`src/rtl/core/smoothstep_motion_profile_macros.svh`:
```
// assertion macros shared by the motion profile rtl
`ifndef SMOOTHSTEP_MOTION_PROFILE_MACROS_SVH
`define SMOOTHSTEP_MOTION_PROFILE_MACROS_SVH

// same-cycle implication, checked out of reset
`define SMP_ASSERT_NOW(lbl, ante, cons) \
    lbl: assert property (@(posedge i_clk) disable iff (!i_rst_n) (ante) |-> (cons)) \
        else $error("smp check failed");

// next-cycle implication, checked out of reset
`define SMP_ASSERT_NEXT(lbl, ante, cons) \
    lbl: assert property (@(posedge i_clk) disable iff (!i_rst_n) (ante) |=> (cons)) \
        else $error("smp check failed");

`endif

```
`src/rtl/core/smp_pkg.sv`:
```
// shared constants and types of the motion profile
package smp_pkg;

    localparam int TIME_WIDTH_DEF = 32;
    localparam int FRAC_BITS      = 24;
    localparam int INTEG_W        = 50;

    localparam logic [49:0] INTEG_MAX = 50'h3_FFFF_FFFF_FFFF;

    localparam logic [31:0] RAMP_UP_RST   = 32'd1024;
    localparam logic [31:0] CRUISE_RST    = 32'd1024;
    localparam logic [31:0] RAMP_DOWN_RST = 32'd1024;
    localparam logic [31:0] PEAK_RST      = 32'd65536;

    typedef enum logic [1:0] {
        REG_RAMP_UP   = 2'd0,
        REG_CRUISE    = 2'd1,
        REG_RAMP_DOWN = 2'd2,
        REG_PEAK      = 2'd3
    } t_reg_idx;

    typedef enum logic [2:0] {
        PH_START  = 3'd0,
        PH_UP     = 3'd1,
        PH_CRUISE = 3'd2,
        PH_DOWN   = 3'd3,
        PH_DONE   = 3'd4
    } t_phase;

endpackage

```
`src/rtl/core/smp_front.sv`:
```
// front end: segment classification and integral base of a query
module smp_front #(
    parameter int TIME_WIDTH = smp_pkg::TIME_WIDTH_DEF
) (
    input  logic [31:0]               i_time,
    input  logic [31:0]               i_ramp_up,
    input  logic [31:0]               i_cruise,
    input  logic [31:0]               i_ramp_down,
    output logic [2*TIME_WIDTH+52:0]  o_item
);
    localparam int W  = TIME_WIDTH;
    localparam int W1 = W + 1;
    localparam int W2 = W + 2;
    localparam int BW = (W + 18 > 51) ? W + 18 : 51;

    logic [W-1:0]  t, ru, cr, rd, num, den;
    logic [W1-1:0] d1;
    logic [W2-1:0] d2;
    logic [BW-1:0] s_cruise, s_rc, s_done, bsel;
    logic [49:0]   base;
    smp_pkg::t_phase ph;

    always_comb begin
        t  = W'(i_time);
        ru = W'(i_ramp_up);
        cr = W'(i_cruise);
        rd = W'(i_ramp_down);
        d1 = W1'(t) - W1'(ru);
        d2 = W2'(t) - W2'(ru) - W2'(cr);
        s_cruise = (BW'(ru) << 15) + (BW'(d1[W-1:0]) << 16);
        s_rc     = (BW'(ru) << 15) + (BW'(cr) << 16);
        s_done   = s_rc + (BW'(rd) << 15);
        num  = '0;
        den  = '0;
        bsel = '0;
        if (t == '0) begin
            ph = smp_pkg::PH_START;
        end else if (d1[W]) begin
            ph  = smp_pkg::PH_UP;
            num = t;
            den = ru;
        end else if (d2[W+1]) begin
            ph   = smp_pkg::PH_CRUISE;
            bsel = s_cruise;
        end else if (d2[W-1:0] < rd) begin
            ph   = smp_pkg::PH_DOWN;
            num  = d2[W-1:0];
            den  = rd;
            bsel = s_rc;
        end else begin
            ph   = smp_pkg::PH_DONE;
            bsel = s_done;
        end
        // clamp to the 50-bit integral range
        base = (bsel > BW'(smp_pkg::INTEG_MAX)) ? smp_pkg::INTEG_MAX : bsel[49:0];
        o_item = {base, den, num, ph};
    end

endmodule

```
`config.mk`:
```
export PLATFORM = sky130hd
export DESIGN_NAME = smp_front
export DESIGN_NICKNAME = d
export VERILOG_FILES = /design/src/rtl/core/smoothstep_motion_profile_macros.svh /design/src/rtl/core/smp_pkg.sv /design/src/rtl/core/smp_front.sv
export SDC_FILE = /design/constraint.sdc
export NUM_CORES = 1
export LEC_CHECK = 0
export CAP_MARGIN = 15
export CORE_UTILIZATION = 61
export DETAILED_ROUTE_END_ITERATION = 8
export DONT_BUFFER_PORTS = 1
export GPL_TIMING_DRIVEN = 1
export PLACE_DENSITY = 0.81
export SLEW_MARGIN = 20
export SYNTH_ARGS = -nofsm -noshare
export SYNTH_HDL_FRONTEND = slang
export SYNTH_SLANG_ARGS = --single-unit
```
`constraint.sdc`:
```
create_clock -name vclk -period 10.4
set_clock_uncertainty 0.2 [all_clocks]
set_input_delay 1.04 -clock vclk [all_inputs]
set_output_delay 1.04 -clock vclk [all_outputs]
set_load 0.05 [all_outputs]
```
==> run summary <==
The final number of max-transition violations was 0. Using the TritonRoute via totals, the vias-per-cell ratio works out to 6.48. The number of buffers added to fix hold violations after cts is 0.

The number of top-level pins is ~250. The aggregate global routing overflow is 0. The repair_antennas step left the layout with diodes totalling 0.

The switching power as a share of total power came out at 0.650. The worst setup path is captured at an output pin. The area added between synthesis and finish is 9.26%. The worst setup path is launched from an input pin. The transition at the pin with the smallest max-transition slack came out at around 0.94 ns.

The setup TNS came out at 0 ns. The sum of routed wire length over all layers came out at between 30 and 40 mm. The first global-routing pass estimated between 50 and 60 mm of wire. Of the total power, the clock network draws 0. The floorplan row count came out at 47. The die outline width came out at 132 um. Counting both buffers and inverters, the worst setup path holds a total of 2. The pin count of the biggest net entering global routing is between 50 and 60. The number of sequential cells in the layout came out at 0. The area fraction of the dominant cell type after synthesis came out at 0.228. The mean routed wirelength per cell is between 20 and 25 um. The combinational cell fraction of total power is 1.000. Of the cells placed in the final design, the portion with a size suffix greater than 1 is 0.0907.

The DRC violation count after routing is 0. The final core area utilization came out at 0.682. Setup repair after global routing left no endpoint under its margin.

In the post-synthesis netlist, the biggest area contributors are ha_1 23%, a21oi_1 8.0%, nor2_1 7.5%. Summed over all instances, the cell type with the most area after synthesis is ha_1. Of the total synthesized cell area, the portion taken by AND, OR, NAND and NOR gates is 0.229. The tightest min-delay check is of the input pin to output pin type. The worst hold path terminates at o_item[42].

The sequential-to-total area share from yosys stat is 0. Counting instances in the post-synthesis netlist gives the leading cell types as 208 x nor2_1, 189 x ha_1, 166 x a21oi_1, 118 x inv_1, 99 x o21ai_0. The count of vias placed by the detailed router came out at 11900. The total design power came out at roughly 2.1 mW. The kind of cell with the highest combined delay along the critical path is compound AO/OA/AOI/OAI gates. Across the VDD grid, the largest voltage drop is 0.110 mV. The placer congestion estimate came out at 0.998. The number of antenna-violating nets in the routed design came out at 0. In the global route stage, overall resource usage came out at 0.409.

The fraction of the mapped netlist area in compound gates is 0.340. The post-route fraction of the period consumed by the critical path is 0.969. In this run the power spent charging and discharging nets is between 1 and 1.5 mW.

After synthesis, the largest family of logic cells by area is compound AO/OA/AOI/OAI gates. The required time at the endpoint of the critical path is around 9.2 ns. For this block, the initial DRC count from the detailed router was roughly 1100. The number of filler instances in the final layout is 1522. Measured against the total synthesized area, the mux share comes to 0.00387.

The count of max-cap constraint violations came out at 0. Once detailed placement completed, the half-perimeter wirelength came to between 30 and 40 mm. The floorplan step defined a die boundary enclosing between 15000 and 20000 sq um. The number of antenna violations at the first check in global routing came out at 0. For this design, the slowest cell found on the critical path is or3b_2.

The effective utilization at floorplan came out at 0.624. On the worst path, the slowest cell contributes a delay of a little over 0.7 ns. The minimum clock period after layout is 10.07 ns. The critical path arrival came out at around 8.8 ns. The flow ran to the end, and the final reports show no timing, DRC or antenna violations. The origin of the worst min-delay path is i_ramp_up[7]. Measured along the y axis, the die boundary spans between 100 and 150 um. Static timing analysis puts the maximum clock frequency at just under 0.1 GHz.

The combined flip-flop and latch cell area came out at 0 sq um. The synthesized cell area is between 10000 and 15000 sq um. The number of unique standard cell types used by synthesis came out at approximately 80.

Port buffering added 0 buffers. The internal power came out at 0.733 mW. The arithmetic-cell share of the synthesized area counting full adders, half adders and majority gates came out at 0.238. Counting instances, the worst hold path has a depth of 3. For this run, the number of Yosys warnings is 0. The most frequent cell on the critical path is a21oi_1. The reported leakage power came out at roughly 5.6 nW. The worst-case headroom to the max-slew limit is 0.372.

The clock tree buffer count of the final layout is 0. The count of endpoints failing hold in the final timing report is 0. The fraction of synthesized cell area in xor and xnor cells came out at 0.117. The highest net fanout along the worst path is 21. At the end of the flow, the number of nets in the layout was ~1900. The setup-violating endpoint count in the final report came out at 0. The via count of the first global-routing pass is 11100.

The number of detailed-route iterations in the first pass is 7. The start-to-end type of the worst setup path is input pin to output pin. Among all cell types in the netlist, the one instantiated most often is nor2_1.

Power spread over the standard cell area amounts to roughly 180 nW/um^2. The average instance area after synthesis came out at between 6 and 7 sq um. The count of mapped cells out of synthesis is between 1500 and 2000. The total area inside the core boundary comes to between 15000 and 20000 sq um. The share of power burned in registers is 0.
power groups by stage:
| stage | Clock, mW | Combinational [mW] | Sequential (mW) |
|---|---|---|---|
| after global placement | 0 | 2.00 | 0 |
| final | 0 | 2.09 | 0 |
| after detailed placement | 0 | 2.03 | 0 |
| after floorplan | 0 | 1.55 | 0 |
| after global routing | 0 | 2.26 | 0 |
| after CTS | 0 | 2.04 | 0 |
placed cells by master (no fill, tap or decap), types with 5 or more instances in the layout:
cell type and n:
a21oi_1 166, and3_1 18, nand2_1 98, nor2b_1 24
a211oi_2 16, nand3_1 32, o21a_1 32, nand2b_1 30
nor4_1 12, o211ai_1 14, o21ai_0 99, and2_1 8
a211oi_1 22, o31ai_1 6, buf_4 101, nand4_1 15
conb_1 15, xnor2_1 86, a22oi_1 32, xor2_1 50
nor2_1 207, nor3_1 32, a21o_1 63, fa_1 5
ha_1 189, o21ai_1 6, o21bai_1 19, a31oi_1 11
inv_1 118
final cells by class:
class | count | area [sq um] | share of cell area
tap | 220 | 275 | 0.0243
timing repair buffer | 103 | 797 | 0.0705
multi-input combinational | 1398 | 9790 | 0.866
inverter | 119 | 447 | 0.0395
metal layers:
| metal | wire, um | vias up | share of wire | GRT usage |
|---|---|---|---|---|
| met5 | 0 | - | 0 | 0 |
| met2 | 15800 | 672 | 0.42 | 0.654 |
| met1 | 15500 | 5374 | 0.42 | 0.522 |
| met3 | 4250 | 124 | 0.11 | 0.114 |
| li1 | - | 5762 | - | - |
| met4 | 1700 | 0 | 0.046 | 0.148 |
per-stage QoR:
step	worst slack, ns	cells	hold slack (ns)	cell area (sq um)
finish	0.327	1840	2.19	11300
global route	0.0125	1840	2.21	11300
CTS	0.373	1840	2.19	11300
detailed placement	0.399	1840	2.19	11300
global placement	0.561	1839	2.19	11300
floorplan	1.53	1570	2.18	10400
timing repair:
| item | 4_1_cts | 5_1_grt |
|---|---|---|
| buffers inserted | 0 | 0 |
| gates resized for setup | 0 | 3 |
| endpoints found under the setup margin | 0 | 61 |
kinds of logic (layout without fill, tap and decap cells):
group / after synthesis / after routing
buffers and inverters: 172 / 222
AOI/OAI and AO/OA: 543 / 543
xor gates and xnor gates: 137 / 137
and+or+nand+nor: 505 / 505
muxes: 4 / 4
other: 1 / 15
adders and majority gates: 194 / 194
how the worst max path moves through the flow:
| stage | cells past startpoint | endpoint | startpoint |
|---|---|---|---|
| floorplan | 34 | o_item[112] | i_ramp_up[2] |
| global placement | 28 | o_item[100] | i_time[0] |
| detailed placement | 29 | o_item[14] | i_time[0] |
| CTS | 29 | o_item[14] | i_time[0] |
| global route | 29 | o_item[38] | i_time[0] |
| finish | 28 | o_item[100] | i_time[0] |
No activity file was read; power rests on OpenSTA's default activity.
