==> config.mk <==
export PLATFORM = sky130hd
export DESIGN_NAME = smp_queue
export DESIGN_NICKNAME = d
export VERILOG_FILES = /design/src/rtl/core/smoothstep_motion_profile_macros.svh /design/src/rtl/core/smp_queue.sv
export SDC_FILE = /design/constraint.sdc
export NUM_CORES = 1
export LEC_CHECK = 0
export ABC_AREA = 1
export BUFFER_PORTS_ARGS = -buffer_cell sky130_fd_sc_hd__clkbuf_2
export CAP_MARGIN = 40
export CORE_MARGIN = 4
export CORE_UTILIZATION = 45
export CTS_CLUSTER_SIZE = 20
export DETAILED_ROUTE_END_ITERATION = 7
export HOLD_SLACK_MARGIN = 0.06
export PLACE_DENSITY = 0.79
export SLEW_MARGIN = 10
export SYNTH_ARGS = -nofsm -noshare
export SYNTH_HDL_FRONTEND = slang
export SYNTH_SLANG_ARGS = --single-unit
==> constraint.sdc <==
create_clock -name i_clk -period 1.8 [get_ports i_clk]
set_input_delay 0 -clock i_clk [delete_from_list [all_inputs] [get_ports i_clk]]
set_output_delay 0 -clock i_clk [all_outputs]
set_load 0.02 [all_outputs]
==> src/rtl/core/smoothstep_motion_profile_macros.svh <==
// assertion macros shared by the motion profile rtl
`ifndef SMOOTHSTEP_MOTION_PROFILE_MACROS_SVH
`define SMOOTHSTEP_MOTION_PROFILE_MACROS_SVH

// same-cycle implication, checked out of reset
`define SMP_ASSERT_NOW(lbl, ante, cons) \
    lbl: assert property (@(posedge i_clk) disable iff (!i_rst_n) (ante) |-> (cons)) \
        else $error("smp check failed");

// next-cycle implication, checked out of reset
`define SMP_ASSERT_NEXT(lbl, ante, cons) \
    lbl: assert property (@(posedge i_clk) disable iff (!i_rst_n) (ante) |=> (cons)) \
        else $error("smp check failed");

`endif

==> src/rtl/core/smp_queue.sv <==
// two-entry queue between front and back end
module smp_queue #(
    parameter int WIDTH = 8
) (
    input  logic             i_clk,
    input  logic             i_rst_n,
    input  logic             i_valid,
    output logic             o_ready,
    input  logic [WIDTH-1:0] i_data,
    output logic             o_valid,
    input  logic             i_ready,
    output logic [WIDTH-1:0] o_data
);
    logic [WIDTH-1:0] r_mem [2];
    logic             r_wp, r_rp;
    logic [1:0]       r_cnt;
    logic             push, pop;

    assign o_ready = (r_cnt != 2'd2);
    assign o_valid = (r_cnt != 2'd0);
    assign o_data  = r_mem[r_rp];
    assign push    = i_valid & o_ready;
    assign pop     = o_valid & i_ready;

    always_ff @(posedge i_clk) begin
        if (!i_rst_n) begin
            r_wp  <= 1'b0;
            r_rp  <= 1'b0;
            r_cnt <= 2'd0;
        end else begin
            if (push) r_wp <= ~r_wp;
            if (pop)  r_rp <= ~r_rp;
            r_cnt <= r_cnt + {1'b0, push} - {1'b0, pop};
        end
    end

    always_ff @(posedge i_clk) begin
        if (push) r_mem[r_wp] <= i_data;
    end

endmodule

==> metrics.md, run 1 <==
| Metric | Value |
|---|---|
| Worst Path Arrival | `between 1.5 and 2 ns` |
| Rel. slew slack | `0.669` |
| Crit. Startpoint | `r_cnt[0]` |
| Buf+Inv Stages, Crit Path | `3` |
| Placed cell area | `~1000 µm²` |
| Die Span X | `roughly 52 µm` |
| Tmin final | `roughly 1.6 ns` |
| DRC violation count after routing | `0` |
| Commonest cells in the netlist | `edfxtp_1 (16), mux2_4 (8), inv_1 (7), nand2_1 (7), nor2_1 (6)` |
| Initial antenna violation count | `0` |
| Num CTS Buffers | `3` |
| Critical path's top delay family | `adder cells` |
| RSZ-0062 raised after global routing | `no` |
| Least-Margin Pin Slew | `between 0.4 and 0.5 ns` |
| Lkg Pwr | `a little over 0.5 nW` |
| Period utilisation layout | `0.866` |
| EDFF count, synth | `16` |
| Status | `finished, final reports clean` |
| Syn nets | `75` |
| Crit path depth | `10` |
| Crit start category | `register` |
| Vias per inst | `approximately 4.6` |
| R2r worst-path depth | `10` |
| Unique masters post-synth | `14` |
| Setup violators final | `0` |
| Async SR Flop Fraction | `0` |
| Routed wire length | `~1.5 mm` |
| IO Port Bufs | `21` |
| Worst reg2reg setup slack | `~0.24 ns` |
| Largest net degree at the start of global routing | `13` |
| Area grow syn2layout | `31.0%` |
| Core area | `between 1500 and 2000 µm²` |
| Worst Setup End Kind | `register` |
| Max Clock Skew | `0.00260 ns` |
| Post-DP HPWL | `~1.0 mm` |
| Worst Path Max Fanout | `4` |
| Clock Sinks | `21` |
| Most common cell in the netlist | `edfxtp_1` |
| Worst Setup EP | `r_cnt[1]` |
| First-pass GRT wire length | `between 2 and 2.5 mm` |
| Pre-antenna DRT Iters | `2` |
| Total Die Area | `about 2700 µm²` |
| Slowest cell on crit path | `dfxtp_1` |
| Slowest stage delay, CP | `~0.38 ns` |
| Pwr Density | `around 1300 nW/µm²` |
| Top FF cell, synth | `edfxtp_1` |
| Yosys warning count | `0` |
| Peak supply drop | `approximately 0.0010 V` |
| Hold slack final | `~0.44 ns` |
| Skew-Pair Late Insertion Delay | `~0.29 ns` |
| Fin nets | `112` |
| Syn Std Cell Area | `just under 900 µm²` |
| Ant diodes | `0` |
| H-tree Lvls | `1` |
| Crit Path Class | `register to register` |
| Synth area leader | `edfxtp_1` |
| Hold depth | `2` |
| RD Place Congestion | `slightly above 0.7` |
| Per-cell routed wire length | `around 12 µm` |
| MaxCap Viol Count | `0` |
| Pre-CTS setup slack | `between 0.2 and 0.3 ns` |
| Final Hold Fails | `0` |
| Setup WS post-layout | `0.241 ns` |
| Hold Startpoint | `i_data[4]` |
| Post-CTS setup repair buffer count | `0` |
| Syn Area/Cell | `approximately 14 µm²` |
| Number of gates resized after CTS | `0` |
| Cells after DPL | `between 100 and 150` |
| Initial DRC Count | `7` |
| Mapped Cells | `slightly above 60` |
| # rows | `15` |
| Setup TNS | `0 ns` |
| Clock transition at path regs | `about 0.11 ns` |
| Fraction of layout cells with a size suffix above 1 | `0.402` |
| Vias in the first global route | `between 500 and 600` |
| Most common cell on crit path | `inv_1` |
| Io pins | `22` |
| Routed Antenna Nets | `0` |
| Req. time, crit path | `2.00 ns` |
| Fmax | `641 MHz` |
| Final Power | `about 1.5 mW` |
| Clk root buf | `clkbuf_4` |
| GRT Total Usage | `0.128` |
| CTS tree | `yes` |
| Hold Buf Count CTS | `11` |
| Crit path cell chain | `inv_1 > nand2_2 > nand2_1 > ha_1 > inv_1 > ha_1 > inv_1 > nand2_1 > a21oi_1 > nor2_1` |
| Worst hold path type | `primary input to register` |
| GRT overflow | `0` |
| Synthesized flop and latch total | `21` |
| Final Max Tran Viols | `0` |
| DR vias | `roughly 560` |
| Final instance area | `between 1000 and 1500 µm²` |
| Sequential share of the synthesized area | `0.666` |
| Die Y | `~52 µm` |
| Longest Clk Path Bufs | `2` |
| Synth top area share | `0.551` |
| Core Util, Final | `0.641` |
| RR Startpoint | `r_cnt[0]` |
| Starting Density | `0.489` |
| Final Instance Count excl. Fillers | `122` |
| Reg-to-Reg End | `r_cnt[1]` |
| Top cells by area, synth | `edfxtp_1 (55%), mux2_4 (14%), dfxtp_1 (11%), inv_1 (3.0%), nand2_1 (3.0%)` |
## layer usage
layer | part of all wire | global-route usage | vias up
met1 | 0.35 | 0.115 | 260
li1 | - | - | 280
met3 | 0.042 | 0.0258 | 2
met5 | 0 | 0 | -
met2 | 0.60 | 0.253 | 15
met4 | 0.014 | 0.0786 | 0
## layout by cell type, fill, tap and decap left out, types with 2 or more instances in the layout
| cell type | n |
|---|---|
| nand2_1 | 7 |
| clkbuf_4 | 3 |
| mux2_4 | 8 |
| dfxtp_1 | 5 |
| edfxtp_1 | 16 |
| dlygate4sd3_1 | 11 |
| nand3_1 | 2 |
| a21oi_1 | 2 |
| ha_1 | 2 |
| inv_1 | 7 |
| clkbuf_2 | 21 |
| nor2_1 | 6 |
| nand2_2 | 2 |
## report_power, final
| part | internal, mW | switching (mW) | total, mW |
|---|---|---|---|
| Sequential | 0.621 | 0.0720 | 0.693 |
| Clock | 0.0826 | 0.133 | 0.216 |
| Combinational | 0.242 | 0.300 | 0.542 |
| Total | 0.946 | 0.505 | 1.45 |
## registers in the layout, summed over array words and instances (netlist names), named ones only
name and flops:
r_cnt 2, r_mem 16, r_rp 1, r_wp 1
## final cells by class
type | count | area (µm²)
timing repair buffer | 33 | 223
clock buffer | 3 | 22.5
tap | 25 | 31.3
fill | 136 | 641
inverter | 7 | 26.3
sequential | 21 | 581
clock inverter | 1 | 5.00
multi-input combinational | 32 | 254
## worst min path at each step
stage | slack (ns) | to
finish | 0.44 | r_mem[0][4]
global route | 0.43 | r_mem[0][4]
CTS | 0.43 | r_mem[1][5]
detailed placement | 0.19 | r_mem[1][5]
global placement | 0.19 | r_mem[0][6]
floorplan | 0.09 | r_cnt[0]
## logic make-up (layout without fill, tap and decap cells)
family,after synthesis,after routing,synth area share
adder cells (fa/ha/maj),2,2,0.0287
flip-flops,21,21,0.666
AO/OA/AOI/OAI,2,2,0.0115
buffers and inverters,8,44,0.0430
multiplexers,8,8,0.138
AND/OR/NAND/NOR,20,20,0.113
Power figures use the tool's default switching activity.
==> run 2: changes to the inputs <==
CTS_CLUSTER_SIZE = 16   (was 20)
MAX_ROUTING_LAYER = met4   (was not set)
==> metrics.md, run 2 (same netlist as run 1, synthesis figures left out) <==
| Metric | Value |
|---|---|
| Logic gate share of total power | `0.374 (about the same)` |
| Fraction of layout cells with a size suffix above 1 | `0.402 (unchanged)` |
| Status | `finished, final reports clean` |
| Skew-Pair Late Insertion Delay | `0.29 ns (about the same)` |
| Worst Path Max Fanout | `4 (unchanged)` |
| Clock transition at path regs | `0.11 ns (about the same)` |
| Largest register FFs | `16 (unchanged)` |
| MaxCap Viol Count | `0 (unchanged)` |
| Setup WS post-layout | `0.241 ns (unchanged)` |
| Worst Path Arrival | `1.76 ns (about the same)` |
| Least-Margin Pin Slew | `0.495 ns (unchanged)` |
| Reg power frac | `0.478 (about the same)` |
| Crit start category | `register` |
| Num CTS Buffers | `3 (unchanged)` |
| Pwr Density | `1270 nW/µm² (unchanged)` |
| # rows | `15 (unchanged)` |
| Lkg Pwr | `0.506 nW (unchanged)` |
| Commonest cells after routing, fill and taps aside | `clkbuf_2 (21), edfxtp_1 (16), dlygate4sd3_1 (11), mux2_4 (8)` |
| Psw | `0.505 mW (about the same)` |
| Routed Antenna Nets | `0 (unchanged)` |
| Clk root buf | `clkbuf_4` |
| Die Y | `52.0 µm (unchanged)` |
| Io pins | `22 (unchanged)` |
| Commonest non-fill, non-tap cell in the layout | `clkbuf_2` |
| Crit Path Class | `register to register` |
| CTS tree | `yes` |
| Final Power | `1.45 mW (unchanged)` |
| H-tree Lvls | `1 (unchanged)` |
| Vias per inst | `4.57 (unchanged)` |
| Peak supply drop | `0.00101 V (unchanged)` |
| GRT overflow | `0 (unchanged)` |
| IO Port Bufs | `21 (unchanged)` |
| Fin nets | `112 (unchanged)` |
| Cells after DPL | `107 (unchanged)` |
| First-pass GRT wire length | `2.35 mm (-0.30%)` |
| Setup TNS | `0 ns (unchanged)` |
| Clock power frac | `0.149 (about the same)` |
| Core Util, Final | `0.641 (unchanged)` |
| Die Span X | `52.0 µm (unchanged)` |
| Core area | `1780 µm² (unchanged)` |
| Post-DP HPWL | `1.05 mm (unchanged)` |
| Cell-internal power | `0.946 mW (unchanged)` |
| Final Instance Count excl. Fillers | `122 (unchanged)` |
| Post-CTS setup repair buffer count | `0 (unchanged)` |
| Setup violators final | `0 (unchanged)` |
| Largest net degree at the start of global routing | `13 (unchanged)` |
| Starting Density | `0.489 (unchanged)` |
| GRT Total Usage | `0.132 (+0.00337)` |
| Fmax | `641 MHz (unchanged)` |
| Pre-antenna DRT Iters | `2 (unchanged)` |
| Req. time, crit path | `2.00 ns (about the same)` |
| Longest Clk Path Bufs | `2 (unchanged)` |
| Routed wire length | `1.50 mm (unchanged)` |
| Final Max Tran Viols | `0 (unchanged)` |
| Worst Setup End Kind | `register` |
| Pre-CTS setup slack | `0.254 ns (unchanged)` |
| Final Hold Fails | `0 (unchanged)` |
| Worst hold path type | `primary input to register` |
| Switching Share | `0.348 (about the same)` |
| # fillers | `136 (unchanged)` |
| Ant diodes | `0 (unchanged)` |
| RD Place Congestion | `0.729 (+1.2%)` |
| DR vias | `557 (unchanged)` |
| Vias in the first global route | `565 (unchanged)` |
| Initial antenna violation count | `0 (unchanged)` |
| Tmin final | `1.56 ns (unchanged)` |
| Area grow syn2layout | `31.0% (unchanged)` |
| Initial DRC Count | `7 (unchanged)` |
| RSZ-0062 raised after global routing | `no` |
| Regs by FF count | `r_mem x16, r_cnt x2` |
| Biggest register | `r_mem` |
| Total Die Area | `2710 µm² (unchanged)` |
| DRC violation count after routing | `0 (unchanged)` |
| Clock Sinks | `21 (unchanged)` |
| Rel. slew slack | `0.669 (unchanged)` |
| Max Clock Skew | `0.00260 ns (+0.000000330 ns)` |
| Per-cell routed wire length | `12.3 µm (unchanged)` |
| Period utilisation layout | `0.866 (unchanged)` |
==> run 2: cell counts in the layout (fill, tap and decap cells not counted) <==
Identical to the previous run, type by type.
==> run 2: final cells by class <==
class / instances / area, µm² / area share
clock buffer: 3 / 22.5 / 0.0197
clock inverter: 1 / 5.00 / 0.00438
inverter: 7 / 26.3 / 0.0230
multi-input combinational: 32 / 254 / 0.222
sequential: 21 / 581 / 0.508
tap: 25 / 31.3 / 0.0274
timing repair buffer: 33 / 223 / 0.195
==> run 2: stage by stage <==
stage	cell area (µm²)	hold WS, ns
global placement	1000	0.190
detailed placement	1000	0.194
finish	1140	0.435
global route	1140	0.427
CTS	1140	0.427
floorplan	872	0.0935
==> run 2: repair_timing <==
item	in CTS	in global routing
gates resized for setup	0	0
hold buffers	11	0
hold endpoints to repair	21	0
==> run 2: final timing paths <==
kind	to	from	cells after the start	slack (ns)
worst min register to register	r_rp	r_rp	2	0.53
worst min-delay path	r_mem[0][4]	i_data[4]	2	0.44
worst max-delay path	r_cnt[1]	r_cnt[0]	10	0.24
worst max register to register	r_cnt[1]	r_cnt[0]	10	0.24
==> run 2: critical path: stages, from the launching register on <==
cell and delay [ns]:
dfxtp_1 0.38, inv_1 0.08, nand2_2 0.10, nand2_1 0.10
ha_1 0.28, inv_1 0.04, ha_1 0.18, inv_1 0.05
nand2_1 0.06, a21oi_1 0.13, nor2_1 0.06
==> run 2: routing by layer <==
metal / vias to the layer above / track usage / routed length (µm)
li1: 280 / - / -
met1: 260 / 0.115 / 520
met2: 15 / 0.253 / 899
met3: 2 / 0.0258 / 63
met4: 0 / 0.0786 / 21
met5: - / - / 0
==> run 2: power groups by stage <==
stage               Clock (mW)  Combinational (mW)  Sequential [mW]
finish                   0.216               0.542            0.693
global route             0.241               0.593            0.707
floorplan                    0               0.427            0.668
global placement             0               0.511            0.698
CTS                      0.223               0.551            0.695
detailed placement           0               0.529            0.705
==> run 3: changes to the inputs <==
GPL_ROUTABILITY_DRIVEN = 0   (was not set)
REMOVE_ABC_BUFFERS = 1   (was not set)
==> metrics.md, run 3 (same netlist as run 1, synthesis figures left out) <==
| Metric | Value |
|---|---|
| Multi-input logic area | `254 µm² (unchanged)` |
| MaxCap Viol Count | `0 (unchanged)` |
| Commonest cells after routing, fill and taps aside | `clkbuf_2 (21), edfxtp_1 (16), dlygate4sd3_1 (11), mux2_4 (8)` |
| Least-Margin Pin Slew | `0.496 ns (+0.00108 ns)` |
| Hold depth | `2 (unchanged)` |
| Post-DP HPWL | `1.02 mm (-2.7%)` |
| Fmax | `643 MHz (+0.22%)` |
| Max Clock Skew | `0.00905 ns (+0.00645 ns)` |
| Worst reg2reg setup slack | `0.24 ns (about the same)` |
| Final Hold Fails | `0 (unchanged)` |
| Clock Sinks | `21 (unchanged)` |
| # fillers | `144 (+5.9%)` |
| Initial DRC Count | `7 (unchanged)` |
| Setup violators final | `0 (unchanged)` |
| Commonest non-fill, non-tap cell in the layout | `clkbuf_2` |
| Pwr Density | `1260 nW/µm² (-0.47%)` |
| Total Die Area | `2710 µm² (unchanged)` |
| First-pass GRT wire length | `2.37 mm (+0.60%)` |
| Rel. slew slack | `0.669 (-0.000721)` |
| Worst Path Arrival | `1.75 ns (about the same)` |
| Per-cell routed wire length | `11.5 µm (-6.3%)` |
| Post-CTS setup repair buffer count | `0 (unchanged)` |
| Ant diodes | `0 (unchanged)` |
| Switching Share | `0.341 (-0.00758)` |
| Worst Path Max Fanout | `4 (unchanged)` |
| Hold Buf Count CTS | `11 (unchanged)` |
| RR Startpoint | `r_cnt[0]` |
| Regs by FF count | `r_mem x16, r_cnt x2` |
| Cell-internal power | `0.951 mW (+0.58%)` |
| Core area | `1780 µm² (unchanged)` |
| DR vias | `538 (-3.4%)` |
| GRT overflow | `0 (unchanged)` |
| Flip-flop and latch area | `581 µm² (unchanged)` |
| Final Max Tran Viols | `0 (unchanged)` |
| R2r worst-path depth | `10 (unchanged)` |
| Crit start category | `register` |
| Status | `finished, final reports clean` |
| H-tree Lvls | `1 (unchanged)` |
| Setup TNS | `0 ns (unchanged)` |
| DRC violation count after routing | `0 (unchanged)` |
| Vias in the first global route | `566 (+0.18%)` |
| Final instance area | `1140 µm² (-0.11%)` |
| IO Port Bufs | `21 (unchanged)` |
| Worst hold path type | `primary input to register` |
| Psw | `0.491 mW (-2.7%)` |
| CTS tree | `yes` |
| Clock transition at path regs | `0.11 ns (about the same)` |
| Fin nets | `112 (unchanged)` |
| Starting Density | `0.489 (unchanged)` |
| GRT Total Usage | `0.127 (-0.00455)` |
| Longest Clk Path Bufs | `2 (unchanged)` |
| Lkg Pwr | `0.503 nW (-0.54%)` |
| Placed cell area | `1000 µm² (unchanged)` |
| Hold Startpoint | `i_data[7]` |
| Logic gate share of total power | `0.375 (about the same)` |
| Skew-Pair Late Insertion Delay | `0.29 ns (about the same)` |
| Clk root buf | `clkbuf_4` |
| Reg-to-Reg End | `r_cnt[1]` |
| Routed Antenna Nets | `0 (unchanged)` |
| Vias per inst | `4.41 (-3.4%)` |
| Tmin final | `1.56 ns (-0.00343 ns)` |
| Reg power frac | `0.480 (+0.002)` |
| Fraction of layout cells with a size suffix above 1 | `0.392 (-0.0103)` |
| Routed wire length | `1.41 mm (-6.3%)` |
| Clock power frac | `0.145 (-0.004)` |
| Worst Setup End Kind | `register` |
| RSZ-0062 raised after global routing | `no` |
| # rows | `15 (unchanged)` |
| Die Y | `52.0 µm (unchanged)` |
| Io pins | `22 (unchanged)` |
| Period utilisation layout | `0.864 (-0.00191)` |
| Req. time, crit path | `2.00 ns (about the same)` |
| Num CTS Buffers | `3 (unchanged)` |
| Largest net degree at the start of global routing | `12 (-1)` |
| Core Util, Final | `0.640 (-0.000702)` |
| Largest register FFs | `16 (unchanged)` |
| Initial antenna violation count | `0 (unchanged)` |
| Hold Path Sink | `r_mem[0][7]` |
| Die Span X | `52.0 µm (unchanged)` |
| Number of gates resized after CTS | `0 (unchanged)` |
| Pre-antenna DRT Iters | `4 (+2)` |
| Area grow syn2layout | `30.8%` |
| Biggest register | `r_mem` |
| Crit Path Class | `register to register` |
| Peak supply drop | `0.00108 V (+6.5%)` |
## run 3: cell types whose count changed in the layout (fill, tap and decap cells not counted), sizes merged
cell,before,now
clkinv,1,0
clkbuf,24,25
## run 3: worst max path at each step
stage	start	endpoint	slack [ns]
floorplan	r_cnt[0]	r_cnt[1]	0.30
global placement	r_cnt[0]	r_cnt[1]	0.34
detailed placement	r_cnt[0]	r_cnt[1]	0.24
CTS	r_cnt[0]	r_cnt[1]	0.23
global route	r_cnt[0]	r_cnt[1]	0.12
finish	r_cnt[0]	r_cnt[1]	0.24
## run 3: power groups by stage
stage,clock network (mW),logic [mW],registers [mW]
after floorplan,0,0.392,0.688
after global placement,0,0.513,0.698
after detailed placement,0,0.531,0.705
after CTS,0.215,0.550,0.694
after global routing,0.236,0.593,0.707
final,0.209,0.541,0.692
## run 3: final cells by class
type | count | share of cell area
flip-flops and latches | 21 | 0.509
multi-input cells | 32 | 0.223
repair buffers | 33 | 0.195
clock buffers | 4 | 0.0230
inverters | 7 | 0.0230
well taps | 25 | 0.0274
## run 3: critical path: stages (launching register included)
cell	delay, ns
dfxtp_1	0.39
inv_1	0.09
nand2_2	0.10
nand2_1	0.08
ha_1	0.28
inv_1	0.04
ha_1	0.18
inv_1	0.05
nand2_1	0.06
a21oi_1	0.13
nor2_1	0.06
## run 3: per-stage QoR
stage / power [mW] / hold WS (ns) / std cells / worst slack [ns]
final: 1.44 / 0.439 / 122 / 0.244
after global routing: 1.54 / 0.432 / 122 / 0.125
after detailed placement: 1.24 / 0.196 / 107 / 0.241
after floorplan: 1.08 / 0.0935 / 60 / 0.302
after global placement: 1.21 / 0.189 / 107 / 0.345
after CTS: 1.46 / 0.432 / 122 / 0.231
## run 3: metal layers
layer  up-vias  wire length, µm  GRT usage
li1        280                -          -
met4         0               15     0.0524
met2        14              792      0.236
met1       242              535      0.127
met3         2               65     0.0258
met5         -                0          -
